--- config.mk ---
export PLATFORM = sky130hd
export DESIGN_NAME = tiny_three_register_cpu_step_top_flat
export DESIGN_NICKNAME = d
export VERILOG_FILES = /design/src/design/tcpu_pkg.sv /design/src/design/tcpu_req_if.sv /design/src/design/tcpu_rsp_if.sv /design/src/design/tcpu_ram.sv /design/src/design/tcpu_core.sv /design/src/design/tiny_three_register_cpu_step_top.sv /design/src/flat_wrapper.sv
export SDC_FILE = /design/constraint.sdc
export NUM_CORES = 1
export LEC_CHECK = 0
export BUFFER_PORTS_ARGS = -buffer_cell sky130_fd_sc_hd__buf_2
export CORE_ASPECT_RATIO = 0.8
export CORE_MARGIN = 2
export CORE_UTILIZATION = 55
export CTS_CLUSTER_DIAMETER = 60
export DETAILED_ROUTE_END_ITERATION = 12
export GPL_ROUTABILITY_DRIVEN = 0
export PLACE_DENSITY = 0.78
export RECOVER_POWER = 50
export SYNTH_ARGS = -nofsm -noshare
export SYNTH_HDL_FRONTEND = slang
export SYNTH_SLANG_ARGS = --single-unit
--- constraint.sdc ---
create_clock -name clk -period 6.56 [get_ports clk]
set_input_delay 0 -clock clk [delete_from_list [all_inputs] [get_ports clk]]
set_output_delay 0 -clock clk [all_outputs]
set_load 0.1 [all_outputs]
--- src/design/tcpu_pkg.sv ---
`timescale 1ns / 1ps

package tcpu_pkg;

    localparam int MEM_ROWS_DEF  = 16;
    localparam int DATA_BITS_DEF = 8;

    // request types
    localparam logic [1:0] REQ_WRITE  = 2'd0;
    localparam logic [1:0] REQ_EXEC   = 2'd1;
    localparam logic [1:0] REQ_RESUME = 2'd2;

    // opcodes, bits 15:12 of a cell
    localparam logic [3:0] OP_STOP = 4'd1;
    localparam logic [3:0] OP_OUT  = 4'd2;
    localparam logic [3:0] OP_JMP  = 4'd3;
    localparam logic [3:0] OP_LOAD = 4'd4;
    localparam logic [3:0] OP_OUTR = 4'd5;
    localparam logic [3:0] OP_ADD  = 4'd6;
    localparam logic [3:0] OP_CMP  = 4'd7;
    localparam logic [3:0] OP_JIF  = 4'd8;

    // register codes
    localparam logic [1:0] RC_A    = 2'd0;
    localparam logic [1:0] RC_B    = 2'd1;
    localparam logic [1:0] RC_C    = 2'd2;
    localparam logic [1:0] RC_NONE = 2'd3;

    // jump conditions
    localparam logic [1:0] COND_EQ = 2'd0;
    localparam logic [1:0] COND_LT = 2'd1;
    localparam logic [1:0] COND_GT = 2'd2;

    // bit positions in the flag word
    localparam int FLAG_EQ_BIT = 0;
    localparam int FLAG_LT_BIT = 1;
    localparam int FLAG_GT_BIT = 2;

    typedef struct packed {
        logic       out_valid;
        logic [7:0] out_value;
        logic [4:0] prog_counter;
        logic       halted;
        logic       flag_eq;
        logic       flag_lt;
        logic       flag_gt;
        logic [7:0] reg_a_value;
        logic [7:0] reg_b_value;
        logic [7:0] reg_c_value;
    } result_t;

endpackage

--- src/design/tcpu_req_if.sv ---
`timescale 1ns / 1ps

interface tcpu_req_if;
    logic        valid;
    logic        ready;
    logic [1:0]  req_type;
    logic [3:0]  cell_addr;
    logic [15:0] cell_word;

    modport source (output valid, output req_type, output cell_addr, output cell_word,
                    input ready);
    modport sink (input valid, input req_type, input cell_addr, input cell_word,
                  output ready);
endinterface

--- src/design/tcpu_rsp_if.sv ---
`timescale 1ns / 1ps

interface tcpu_rsp_if;
    logic       valid;
    logic       ready;
    logic       out_valid;
    logic [7:0] out_value;
    logic [4:0] prog_counter;
    logic       halted;
    logic       flag_eq;
    logic       flag_lt;
    logic       flag_gt;
    logic [7:0] reg_a_value;
    logic [7:0] reg_b_value;
    logic [7:0] reg_c_value;

    modport source (output valid, output out_valid, output out_value, output prog_counter,
                    output halted, output flag_eq, output flag_lt, output flag_gt,
                    output reg_a_value, output reg_b_value, output reg_c_value,
                    input ready);
    modport sink (input valid, input out_valid, input out_value, input prog_counter,
                  input halted, input flag_eq, input flag_lt, input flag_gt,
                  input reg_a_value, input reg_b_value, input reg_c_value,
                  output ready);
endinterface

--- src/design/tcpu_ram.sv ---
`timescale 1ns / 1ps

module tcpu_ram #(
    parameter int WIDTH = 16,
    parameter int DEPTH = 16,
    localparam int AW = (DEPTH > 1) ? $clog2(DEPTH) : 1
) (
    input  logic             clk,
    input  logic             we,
    input  logic [AW-1:0]    waddr,
    input  logic [WIDTH-1:0] wdata,
    input  logic             re,
    input  logic [AW-1:0]    raddr,
    output logic [WIDTH-1:0] rdata
);

    logic [WIDTH-1:0] mem_reg [DEPTH];
    logic [WIDTH-1:0] rdata_reg;

    always_ff @(posedge clk)
    begin
        if (we)
        begin
            mem_reg[waddr] <= wdata;
        end
        if (re)
        begin
            rdata_reg <= mem_reg[raddr];
        end
    end

    assign rdata = rdata_reg;

endmodule

--- src/design/tcpu_core.sv ---
`timescale 1ns / 1ps

module tcpu_core import tcpu_pkg::*; #(
    parameter int MEM_ROWS  = MEM_ROWS_DEF,
    parameter int DATA_BITS = DATA_BITS_DEF
) (
    input  logic       clk,
    input  logic       rst_n,
    tcpu_req_if.sink   req,
    input  logic       res_free,
    output logic       res_push,
    output result_t    res
);

    localparam int AW    = (MEM_ROWS > 1) ? $clog2(MEM_ROWS) : 1;
    localparam int MAXPC = (MEM_ROWS > 15) ? MEM_ROWS : 15;
    localparam int PCW   = $clog2(MAXPC + 1);
    localparam int DW    = DATA_BITS;

    typedef enum logic [3:0] {
        ST_IDLE   = 4'b0001,
        ST_DECODE = 4'b0010,
        ST_EXEC   = 4'b0100,
        ST_DONE   = 4'b1000
    } state_t;

    state_t               state_reg, state_next;
    logic [PCW-1:0]       pc_reg, pc_next;
    logic [DW-1:0]        a_reg, a_next, b_reg, b_next, c_reg, c_next;
    logic [2:0]           flags_reg, flags_next;
    logic                 halt_reg, halt_next;
    logic [7:0]           obyte_reg, obyte_next;
    logic                 shown_reg, shown_next;
    logic                 rvld_reg, rvld_next;
    logic [MEM_ROWS-1:0]  row_vld_reg, row_vld_next;
    logic [15:0]          inst_reg, inst_next;

    logic                 mem_we, mem_re;
    logic [AW-1:0]        mem_raddr;
    logic [15:0]          mem_rdata;

    logic [AW+3:0]        addr_ext, row_ext, ex_row_ext;
    logic                 addr_ok, row_ok, pc_ok;
    logic [15:0]          word_q;
    logic [DW+15:0]       dat_ext;
    logic [DW-1:0]        dat, r54, r32, r10, sum;
    logic [PCW-1:0]       pc_inc, pc_row;
    logic [PCW+3:0]       pc_row_ext;
    logic [PCW+4:0]       pc_out_ext;
    logic [3:0]           op;
    logic                 taken;

    function automatic logic [DW-1:0] read_reg(input logic [1:0] code,
                                               input logic [DW-1:0] ra,
                                               input logic [DW-1:0] rb,
                                               input logic [DW-1:0] rc);
        logic [DW-1:0] v;
        case (code)
            RC_A:    v = ra;
            RC_B:    v = rb;
            RC_C:    v = rc;
            default: v = '0;
        endcase
        return v;
    endfunction

    function automatic logic [7:0] to_byte(input logic [DW-1:0] v);
        logic [DW+7:0] w;
        w = {8'd0, v};
        return w[7:0];
    endfunction

    tcpu_ram #(
        .WIDTH (16),
        .DEPTH (MEM_ROWS)
    ) u_prog_ram (
        .clk   (clk),
        .we    (mem_we),
        .waddr (addr_ext[AW-1:0]),
        .wdata (req.cell_word),
        .re    (mem_re),
        .raddr (mem_raddr),
        .rdata (mem_rdata)
    );

    // a row never written reads as zero
    assign word_q     = rvld_reg ? mem_rdata : 16'd0;
    assign addr_ext   = {{AW{1'b0}}, req.cell_addr};
    assign addr_ok    = addr_ext < (AW + 4)'(MEM_ROWS);
    assign row_ext    = {{AW{1'b0}}, word_q[3:0]};
    assign row_ok     = row_ext < (AW + 4)'(MEM_ROWS);
    assign pc_ok      = pc_reg < PCW'(MEM_ROWS);

    assign op         = inst_reg[15:12];
    assign ex_row_ext = {{AW{1'b0}}, inst_reg[3:0]};
    assign dat_ext    = {{DW{1'b0}}, word_q};
    assign dat        = dat_ext[DW-1:0];
    assign r54        = read_reg(inst_reg[5:4], a_reg, b_reg, c_reg);
    assign r32        = read_reg(inst_reg[3:2], a_reg, b_reg, c_reg);
    assign r10        = read_reg(inst_reg[1:0], a_reg, b_reg, c_reg);
    assign sum        = r54 + r32;
    assign pc_inc     = pc_reg + PCW'(1);
    assign pc_row_ext = {{PCW{1'b0}}, inst_reg[3:0]};
    assign pc_row     = pc_row_ext[PCW-1:0];

    always_comb
    begin
        case (inst_reg[5:4])
            COND_EQ: taken = flags_reg[FLAG_EQ_BIT];
            COND_LT: taken = flags_reg[FLAG_LT_BIT];
            COND_GT: taken = flags_reg[FLAG_GT_BIT];
            default: taken = 1'b0;
        endcase
    end

    always_comb
    begin
        state_next   = state_reg;
        pc_next      = pc_reg;
        a_next       = a_reg;
        b_next       = b_reg;
        c_next       = c_reg;
        flags_next   = flags_reg;
        halt_next    = halt_reg;
        obyte_next   = obyte_reg;
        shown_next   = shown_reg;
        rvld_next    = rvld_reg;
        row_vld_next = row_vld_reg;
        inst_next    = inst_reg;
        mem_we       = 1'b0;
        mem_re       = 1'b0;
        mem_raddr    = pc_reg[AW-1:0];
        res_push     = 1'b0;
        req.ready    = (state_reg == ST_IDLE);

        case (state_reg)
            ST_IDLE:
            begin
                if (req.valid)
                begin
                    shown_next = 1'b0;
                    state_next = ST_DONE;
                    case (req.req_type)
                        REQ_WRITE:
                        begin
                            if (addr_ok)
                            begin
                                mem_we = 1'b1;
                                row_vld_next[addr_ext[AW-1:0]] = 1'b1;
                            end
                        end
                        REQ_EXEC:
                        begin
                            if (!halt_reg)
                            begin
                                if (!pc_ok)
                                begin
                                    halt_next = 1'b1;
                                end
                                else
                                begin
                                    // instruction fetch
                                    mem_re     = 1'b1;
                                    rvld_next  = row_vld_reg[pc_reg[AW-1:0]];
                                    state_next = ST_DECODE;
                                end
                            end
                        end
                        REQ_RESUME:
                        begin
                            halt_next = 1'b0;
                        end
                        default:
                        begin
                        end
                    endcase
                end
            end

            ST_DECODE:
            begin
                // latch the instruction and read its operand row
                inst_next  = word_q;
                mem_re     = 1'b1;
                mem_raddr  = row_ext[AW-1:0];
                rvld_next  = row_ok && row_vld_reg[row_ext[AW-1:0]];
                state_next = ST_EXEC;
            end

            ST_EXEC:
            begin
                case (op)
                    OP_STOP:
                    begin
                        halt_next = 1'b1;
                    end
                    OP_OUT:
                    begin
                        obyte_next = (ex_row_ext < (AW + 4)'(MEM_ROWS)) ? to_byte(dat) : 8'd0;
                        shown_next = 1'b1;
                        pc_next    = pc_inc;
                    end
                    OP_JMP:
                    begin
                        pc_next = pc_row;
                    end
                    OP_LOAD:
                    begin
                        case (inst_reg[5:4])
                            RC_A:    a_next = dat;
                            RC_B:    b_next = dat;
                            RC_C:    c_next = dat;
                            default: ;
                        endcase
                        pc_next = pc_inc;
                    end
                    OP_OUTR:
                    begin
                        if (inst_reg[1:0] != RC_NONE)
                        begin
                            obyte_next = to_byte(r10);
                        end
                        shown_next = 1'b1;
                        pc_next    = pc_inc;
                    end
                    OP_ADD:
                    begin
                        case (inst_reg[1:0])
                            RC_A:    a_next = sum;
                            RC_B:    b_next = sum;
                            RC_C:    c_next = sum;
                            default: ;
                        endcase
                        pc_next = pc_inc;
                    end
                    OP_CMP:
                    begin
                        flags_next = 3'b000;
                        if (r32 == r10)
                        begin
                            flags_next[FLAG_EQ_BIT] = 1'b1;
                        end
                        else if (r32 < r10)
                        begin
                            flags_next[FLAG_LT_BIT] = 1'b1;
                        end
                        else
                        begin
                            flags_next[FLAG_GT_BIT] = 1'b1;
                        end
                        pc_next = pc_inc;
                    end
                    OP_JIF:
                    begin
                        pc_next = taken ? pc_row : pc_inc;
                    end
                    default:
                    begin
                    end
                endcase
                if (pc_next >= PCW'(MEM_ROWS))
                begin
                    halt_next = 1'b1;
                end
                state_next = ST_DONE;
            end

            ST_DONE:
            begin
                if (res_free)
                begin
                    res_push   = 1'b1;
                    state_next = ST_IDLE;
                end
            end

            default:
            begin
                state_next = ST_IDLE;
            end
        endcase
    end

    always_ff @(posedge clk or negedge rst_n)
    begin
        if (!rst_n)
        begin
            state_reg   <= ST_IDLE;
            pc_reg      <= '0;
            a_reg       <= '0;
            b_reg       <= '0;
            c_reg       <= '0;
            flags_reg   <= '0;
            halt_reg    <= 1'b0;
            obyte_reg   <= '0;
            shown_reg   <= 1'b0;
            rvld_reg    <= 1'b0;
            row_vld_reg <= '0;
        end
        else
        begin
            state_reg   <= state_next;
            pc_reg      <= pc_next;
            a_reg       <= a_next;
            b_reg       <= b_next;
            c_reg       <= c_next;
            flags_reg   <= flags_next;
            halt_reg    <= halt_next;
            obyte_reg   <= obyte_next;
            shown_reg   <= shown_next;
            rvld_reg    <= rvld_next;
            row_vld_reg <= row_vld_next;
        end
    end

    always_ff @(posedge clk)
    begin
        inst_reg <= inst_next;
    end

    assign pc_out_ext       = {5'd0, pc_reg};
    assign res.out_valid    = shown_reg;
    assign res.out_value    = obyte_reg;
    assign res.prog_counter = pc_out_ext[4:0];
    assign res.halted       = halt_reg;
    assign res.flag_eq      = flags_reg[FLAG_EQ_BIT];
    assign res.flag_lt      = flags_reg[FLAG_LT_BIT];
    assign res.flag_gt      = flags_reg[FLAG_GT_BIT];
    assign res.reg_a_value  = to_byte(a_reg);
    assign res.reg_b_value  = to_byte(b_reg);
    assign res.reg_c_value  = to_byte(c_reg);

endmodule

--- src/design/tiny_three_register_cpu_step_top.sv ---
`timescale 1ns / 1ps

// channel | side | handshake     | beat carries
// req     | sink | valid / ready | req_type, cell_addr, cell_word
// rsp     | src  | valid / ready | out_valid, out_value, prog_counter, halted,
//         |      |               | flag_eq/lt/gt, reg_a/b/c_value
//
// write, resume, ignored or halted execute: idle, done; execute: idle, decode, exec, done
// no new request is taken until done pushes its response; the one read port is used twice
// in turn (instruction fetch, then operand row) before the execute cycle
// reset is asynchronous; per-row valid bits make every row read as zero, no clearing pass
// a response held by rsp back-pressure does not block the next request beat, which
// then finishes and waits until the response register frees

module tiny_three_register_cpu_step_top import tcpu_pkg::*; #(
    parameter int MEM_ROWS  = MEM_ROWS_DEF,
    parameter int DATA_BITS = DATA_BITS_DEF
) (
    input  logic       clk,
    input  logic       rst_n,
    tcpu_req_if.sink   req,
    tcpu_rsp_if.source rsp
);

    logic    res_push, res_free;
    result_t core_res;
    result_t res_reg;
    logic    res_vld_reg, res_vld_next;

    tcpu_core #(
        .MEM_ROWS  (MEM_ROWS),
        .DATA_BITS (DATA_BITS)
    ) u_core (
        .clk      (clk),
        .rst_n    (rst_n),
        .req      (req),
        .res_free (res_free),
        .res_push (res_push),
        .res      (core_res)
    );

    assign res_free = !res_vld_reg || rsp.ready;

    always_comb
    begin
        res_vld_next = res_vld_reg;
        if (res_push)
        begin
            res_vld_next = 1'b1;
        end
        else if (rsp.ready)
        begin
            res_vld_next = 1'b0;
        end
    end

    always_ff @(posedge clk or negedge rst_n)
    begin
        if (!rst_n)
        begin
            res_vld_reg <= 1'b0;
        end
        else
        begin
            res_vld_reg <= res_vld_next;
        end
    end

    always_ff @(posedge clk)
    begin
        if (res_push)
        begin
            res_reg <= core_res;
        end
    end

    assign rsp.valid        = res_vld_reg;
    assign rsp.out_valid    = res_reg.out_valid;
    assign rsp.out_value    = res_reg.out_value;
    assign rsp.prog_counter = res_reg.prog_counter;
    assign rsp.halted       = res_reg.halted;
    assign rsp.flag_eq      = res_reg.flag_eq;
    assign rsp.flag_lt      = res_reg.flag_lt;
    assign rsp.flag_gt      = res_reg.flag_gt;
    assign rsp.reg_a_value  = res_reg.reg_a_value;
    assign rsp.reg_b_value  = res_reg.reg_b_value;
    assign rsp.reg_c_value  = res_reg.reg_c_value;

    // the core never overwrites a response that is still waiting
    a_push_free: assert property (@(posedge clk) disable iff (!rst_n)
        res_push |-> (!res_vld_reg || rsp.ready))
        else $error("response pushed into a full register");

    // one request at a time: no request beat right after another
    a_one_at_a_time: assert property (@(posedge clk) disable iff (!rst_n)
        (req.valid && req.ready) |=> !req.ready)
        else $error("request accepted while the previous one is in flight");

    // a response leaves only through a completed beat
    a_drop_on_beat: assert property (@(posedge clk) disable iff (!rst_n)
        $fell(res_vld_reg) |-> $past(rsp.ready))
        else $error("response dropped without a beat");

    // a write beat with an empty response register is pushed on the next cycle
    a_push_after_write: assert property (@(posedge clk) disable iff (!rst_n)
        (req.valid && req.ready && (req.req_type == REQ_WRITE) && !res_vld_reg)
        |=> res_push)
        else $error("write request did not complete");

endmodule
--- src/flat_wrapper.sv ---
// flat-port wrapper written by rule: the top's interface ports become plain ports
module tiny_three_register_cpu_step_top_flat import tcpu_pkg::*;
#(
    parameter int MEM_ROWS  = MEM_ROWS_DEF,
    parameter int DATA_BITS = DATA_BITS_DEF
)
  (clk, rst_n, req_valid, req_req_type, req_cell_addr, req_cell_word, req_ready, rsp_valid, rsp_out_valid, rsp_out_value, rsp_prog_counter, rsp_halted, rsp_flag_eq, rsp_flag_lt, rsp_flag_gt, rsp_reg_a_value, rsp_reg_b_value, rsp_reg_c_value, rsp_ready);
  tcpu_req_if req_i ();
  tcpu_rsp_if rsp_i ();
  input  logic clk;
  input  logic rst_n;
  input wire logic [$bits(req_i.valid)-1:0] req_valid;
  input wire logic [$bits(req_i.req_type)-1:0] req_req_type;
  input wire logic [$bits(req_i.cell_addr)-1:0] req_cell_addr;
  input wire logic [$bits(req_i.cell_word)-1:0] req_cell_word;
  output wire logic [$bits(req_i.ready)-1:0] req_ready;
  output wire logic [$bits(rsp_i.valid)-1:0] rsp_valid;
  output wire logic [$bits(rsp_i.out_valid)-1:0] rsp_out_valid;
  output wire logic [$bits(rsp_i.out_value)-1:0] rsp_out_value;
  output wire logic [$bits(rsp_i.prog_counter)-1:0] rsp_prog_counter;
  output wire logic [$bits(rsp_i.halted)-1:0] rsp_halted;
  output wire logic [$bits(rsp_i.flag_eq)-1:0] rsp_flag_eq;
  output wire logic [$bits(rsp_i.flag_lt)-1:0] rsp_flag_lt;
  output wire logic [$bits(rsp_i.flag_gt)-1:0] rsp_flag_gt;
  output wire logic [$bits(rsp_i.reg_a_value)-1:0] rsp_reg_a_value;
  output wire logic [$bits(rsp_i.reg_b_value)-1:0] rsp_reg_b_value;
  output wire logic [$bits(rsp_i.reg_c_value)-1:0] rsp_reg_c_value;
  input wire logic [$bits(rsp_i.ready)-1:0] rsp_ready;
  assign req_i.valid = req_valid;
  assign req_i.req_type = req_req_type;
  assign req_i.cell_addr = req_cell_addr;
  assign req_i.cell_word = req_cell_word;
  assign req_ready = req_i.ready;
  assign rsp_valid = rsp_i.valid;
  assign rsp_out_valid = rsp_i.out_valid;
  assign rsp_out_value = rsp_i.out_value;
  assign rsp_prog_counter = rsp_i.prog_counter;
  assign rsp_halted = rsp_i.halted;
  assign rsp_flag_eq = rsp_i.flag_eq;
  assign rsp_flag_lt = rsp_i.flag_lt;
  assign rsp_flag_gt = rsp_i.flag_gt;
  assign rsp_reg_a_value = rsp_i.reg_a_value;
  assign rsp_reg_b_value = rsp_i.reg_b_value;
  assign rsp_reg_c_value = rsp_i.reg_c_value;
  assign rsp_i.ready = rsp_ready;
  tiny_three_register_cpu_step_top #(.MEM_ROWS(MEM_ROWS), .DATA_BITS(DATA_BITS)) u_core (.clk(clk), .rst_n(rst_n), .req(req_i), .rsp(rsp_i));
endmodule
# Yosys cells after proc, flatten, opt, wreduce, memory -nomap -nowiden
# Memory sizes are Yosys's and may differ from the RTL's. A register that Yosys moved wholly into a read port is not among the register bits.
# Index checks and enable logic that the tools add are counted.
# Widths: inputs -> output; s select.
op_classes:
  n_addsub: 2
  magnitude_cmp: 10
  n_eq_ne: 37
  n_mux: 67
  n_bitwise: 1
  n_reduce_logical: 25
op_table:
  columns: ["op", "count"]
  rows:
  - ["$mux 8", 9]
  - ["$pmux 8 s3", 3]
  - ["$pmux 8 s2", 4]
  - ["$mux 1", 31]
  - ["$lt 4x5->1 const B", 6]
  - ["$mux 4", 6]
  - ["$eq 4x3->1 const B", 5]
  - ["$reduce_and 4->1", 5]
  - ["$ne 2x2->1 const B", 8]
  - ["$or 16x16->16", 1]
  - ["$pmux 4 s4", 1]
  - ["$pmux 5 s3", 1]
  - ["$eq 4x2->1 const B", 3]
  - ["$ne 2x1->1 const B", 6]
  - ["$mux 5", 2]
  - ["$pmux 1 s2", 5]
  - ["$reduce_bool 2->1", 5]
  - ["$add 8x8->8", 1]
  - ["$bmux 1 s4", 2]
  - ["$eq 2x1->1 const B", 4]
  - ["$eq 2x2->1 const B", 4]
  - ["$eq 4x1->1 const B", 2]
  - ["$eq 4x4->1 const B", 2]
  - ["$eq 8x8->1", 1]
  - ["19 further kinds", 25]
word_totals:
  reg_bits: 120
  ramBits: 256
  out_inout_bits: 44
  memories: 1
memory_table:
  columns: ["memory", "words", "width", "rd", "rd_ports_with_merged_regs", "write_ports", "line", "text"]
  rows:
  - ["u_core.u_core.u_prog_ram.mem_reg", 16, 16, 1, 1, 1, "tcpu_ram.sv:17", "logic [WIDTH-1:0] mem_reg [DEPTH];"]

# Logic depth before layout (Yosys ltp)
depth:
  depth_word: 8
  depth_mapped: 13
  mapped_depth_nobuf: 11

# Hierarchy
# Synthesis repeated with hierarchy kept, for this count alone.
hier_totals:
  cells_unflattened: 986
  area_unflattened_um2: 16338.2
modules_own_cells:
  columns: ["module", "instances", "cells_per_inst", "area_each_um2", "seq_area_each_um2"]
  rows:
  - ["tcpu_ram", 1, 432, 10202.3, 8167.8]
  - ["tcpu_core", 1, 509, 4827.1, 1878.1]
  - ["tiny_three_register_cpu_step_top", 1, 45, 1308.8, 1286.2]

# Worst setup path before layout
# OpenSTA, ideal clock, no wires.
synth_timing:
  kind: "register to register"
  startpoint: "register u_core.u_core.state_reg[0]"
  endpoint: "memory u_core.u_core.u_prog_ram.mem_reg[0][0] (enable)"
  arrival_time_ns: 3.608
  required_ns: 6.162
  path_slack_ns: 2.554
  stages_incl_launch_ff: 6
  path_buffers: 0
  synth_period_minus_slack_ns: 4.006
  path_cell_list: "dfstp_2 -> nor4b_4 -> nand2_1 -> or3_1 -> or3_1 -> nor3_1"
synth_via:
  elab_chain_cells: 4
synth_lines:
  columns: ["item", "line", "text"]
  rows:
  - ["start, declared", "tcpu_core.sv:27", "state_t state_reg, state_next;"]
  - ["start signal, assigned", "tcpu_core.sv:302", "state_reg <= state_next;"]
  - ["$eq 4x1->1", null, null]
  - ["named net req_ready", "flat_wrapper.sv:16", "output wire logic [$bits(req_i.ready)-1:0] req_ready;"]
  - ["$mux 1", "tcpu_core.sv:136", "case (state_reg)"]
  - ["$mux 1", "tcpu_ram.sv:22", "if (we)"]
  - ["$mux 1 (not written as such)", "tcpu_ram.sv:24", "mem_reg[waddr] <= wdata;"]
  - ["end, declared", "tcpu_ram.sv:17", null]
# The timed path passes the listed nets, and every way through them passes these cells.

# Final worst setup path
layout_timing:
  startpoint: "register u_core.u_core.state_reg[0]"
  endpoint: "register u_core.u_core.u_prog_ram.rdata_reg[3], in the netlist u_core.u_core.u_prog_ram.rdata[3] (read register of u_core.u_core.u_prog_ram.mem_reg), data pin"
layout_via:
  elab_chain_cells: 2
  word_cells_on_any_way: 4
  cone_classes: "eq/ne: 2; mux: 2"
layout_lines:
  columns: ["item", "line", "text"]
  rows:
  - ["$eq 4x2->1 or $eq 4x1->1 (tied branches)", "tcpu_core.sv:136", null]
  - ["$pmux 1 s2 or $mux 4 (tied branches)", "tcpu_core.sv:136", null]
  - ["end, declared", "tcpu_ram.sv:18", "logic [WIDTH-1:0] rdata_reg;"]
# Several ways; a longest one is shown, not always the timed one.
# A chain may end at the register's enable or synchronous reset.

==> metrics.txt <==
outcome finished with violations; failing checks max-capacitance violations, max-slew violations; max reg flops 192; final period utilization 0.637; delay-heaviest family, CP compound AO/OA/AOI/OAI gates; clock sink count 320; Syn Area/Cell 13.9 µm²; minimum clock period 4180 ps; Worst-path clk slew 70 ps; number of antenna violations at the first check in global routing 0; Layout Skew 20.7 ps; largest net degree at the start of global routing 65; clock root buffer clkbuf_16; Netlist cell types 72; post-synth top area share 0.556; #FFs+latches synth 320; critical-path cell list or4b_1 > clkinv_4 > a21boi_4 > buf_4 > mux4_2 > a22o_1 > a41o_1; All-Layer GR Usage 0.246; Least-Margin Pin Slew 3550 ps; CP max FO 26; Final nets 1132; initial DRC count 1046; Critical Path RT 6860 ps; Worst Path Buf+Inv 2; drt total wl 32200 µm; TritonCTS clock tree done; # setup viols final 0; total gr overflow 0; Worst Hold Class primary input to flip-flop; DR WL/cell 22.4 µm; Via-to-Cell Ratio 6.20; CP Capture Type flip-flop; Leak 5.76 nW; placed cells 1360; Max-slew headroom -1.37; max-cap viol count 1; Critical-path top delay cell or4b_1; DIE HEIGHT 146 µm; number of synthesized flops with an enable pin 256; Pre-antenna DRT Iters 5; Arr. time, crit path 4480 ps; Yosys top cell by area edfxtp_1; port buffer count 65; RSZ-0062 raised after global routing false; worst hold slack 57.5 ps; first-pass GRT wire length 50300 µm; final hold vios 0; non-filler cells, final 1435; Top Ports 70; clk_lat worst skew 560 ps; Die W 181 µm; DRC viols 0; highest cell delay on the worst timing path 710 ps; die footprint 0.0264 mm²; Setup Crit Path Kind flip-flop to flip-flop; Synth async-reset ratio 0.200; Peak VDD IR 237 µV; Post-CTS Setup Bufs 0; power density over cell area 332 mW/mm²; top post-synthesis cells by area edfxtp_1 (56%), dfrtp_1 (11%), mux4_2 (4.1%), nand2_1 (3.9%), mux2i_1 (3.0%); core area 0.0245 mm²; most frequent cell after synthesis edfxtp_1; Synth Flop Type edfxtp_1; clock tree buffer depth 3; Post-Syn Area 0.0138 mm²; number of diodes 0; CTS resizes 0; initial core utilization 0.564; Total Power 5.20 mW; Worst setup SP type flip-flop; vias 8894; H-tree depth 1; Max Slew Vio Count 65; share of layout cells above drive strength 1 0.150; Mapped Nets 1033; Ys Warns 0; hold-fix buffers at CTS 19; dpl hpwl 20300 µm; CTS buffer count 30; antenna-violating nets left 0; area grow syn2layout 13.5%; Fmax achieved 239 MHz; fillers 1773; Post-Synthesis Cells 994; post-synthesis sequential area ratio 0.672; vias in the first global route 8569; commonest cells in the netlist edfxtp_1 (256), nand2_1 (145), dfrtp_1 (63); Fin Setup TNS 0 ps; Core Rows 51
[routing by layer]
metal / vias up / GRT usage / wire length, µm
li1: 3965 / - / -
met4: 0 / 0.0638 / 660
met5: - / 0 / 0
met2: 481 / 0.366 / 14300
met3: 49 / 0.0385 / 3310
met1: 4399 / 0.383 / 13900
[worst min-delay path, stage by stage]
cell and delay (ps):
buf_2 170, nor3_2 60, buf_4 200
[power by group]
group          switching, mW  total (mW)  internal (mW)
Sequential            0.0960        2.43           2.33
Clock                  0.750        1.71          0.961
Combinational          0.762        1.06          0.301
Total                   1.61        5.20           3.60
[final cells by class]
cell class              count  area [µm²]  share of cell area
clock inverters            15         113             0.00718
well taps                 318         398              0.0254
flip-flops and latches    320        9290               0.592
multi-input cells         614        4260               0.272
inverters                  14        57.6             0.00367
clock buffers              41         893              0.0570
repair buffers            113         669              0.0427
[kinds of logic (layout without fill, tap and decap cells)]
| group | Yosys count | count (layout) | share of synthesized area |
|---|---|---|---|
| and+or+nand+nor | 345 | 345 | 0.120 |
| DFF | 320 | 320 | 0.672 |
| AOI/OAI and AO/OA | 165 | 165 | 0.0791 |
| muxes | 80 | 80 | 0.0873 |
| buffers and inverters | 60 | 183 | 0.0223 |
| adders and majority gates | 15 | 15 | 0.0132 |
| xor gates and xnor gates | 9 | 9 | 0.00571 |
[through the flow]
step           setup slack, ps  instance area, µm²   util
5_1_grt                   2150               15700  0.640
3_3_place_gp              2830               14600  0.594
3_5_place_dp              2810               14600  0.594
4_1_cts                   2760               15700  0.643
6_report                  2380               15700  0.640
2_1_floorplan             2550               13800      -
[layout by cell type, fill, tap and decap left out, types with 9 or more instances in the layout]
cell / synthesis / layout
nand2b_1: 12 / 12
a21oi_1: 33 / 32
buf_2: 5 / 17
inv_1: 13 / 13
dlygate4sd3_1: 0 / 19
nor2_1: 52 / 51
nand2_1: 145 / 145
edfxtp_1: 256 / 256
clkbuf_16: 0 / 31
nand3_1: 48 / 48
nand4_1: 10 / 10
mux2_2: 9 / 9
a22oi_1: 10 / 10
mux4_2: 25 / 25
nor2b_1: 11 / 10
or2_2: 15 / 15
clkbuf_1: 26 / 51
dfrtp_1: 63 / 63
o31ai_1: 10 / 10
mux2i_1: 41 / 41
ha_1: 13 / 13
o21ai_0: 49 / 48
buf_4: 9 / 28
[worst paths after layout]
path / start / endpoint / slack [ps] / depth (start not counted)
max in group asynchronous: rst_n / u_core.u_core.row_vld_reg[9] / 3260 / 3
setup reg to reg: u_core.u_core.state_reg[0] / u_core.u_core.u_prog_ram.rdata[3] / 2380 / 7
setup / recovery: u_core.u_core.state_reg[0] / u_core.u_core.u_prog_ram.rdata[3] / 2380 / 7
min in group asynchronous: rst_n / async pin / 1310 / 3
hold reg to reg: u_core.u_core.obyte_reg[3] / u_core.rsp.out_value[3] / 450 / 0
hold / removal: req_cell_addr[3] / u_core.u_core.u_prog_ram.mem_reg[0][12] / 60 / 3
No activity file was read; power rests on OpenSTA's default activity.
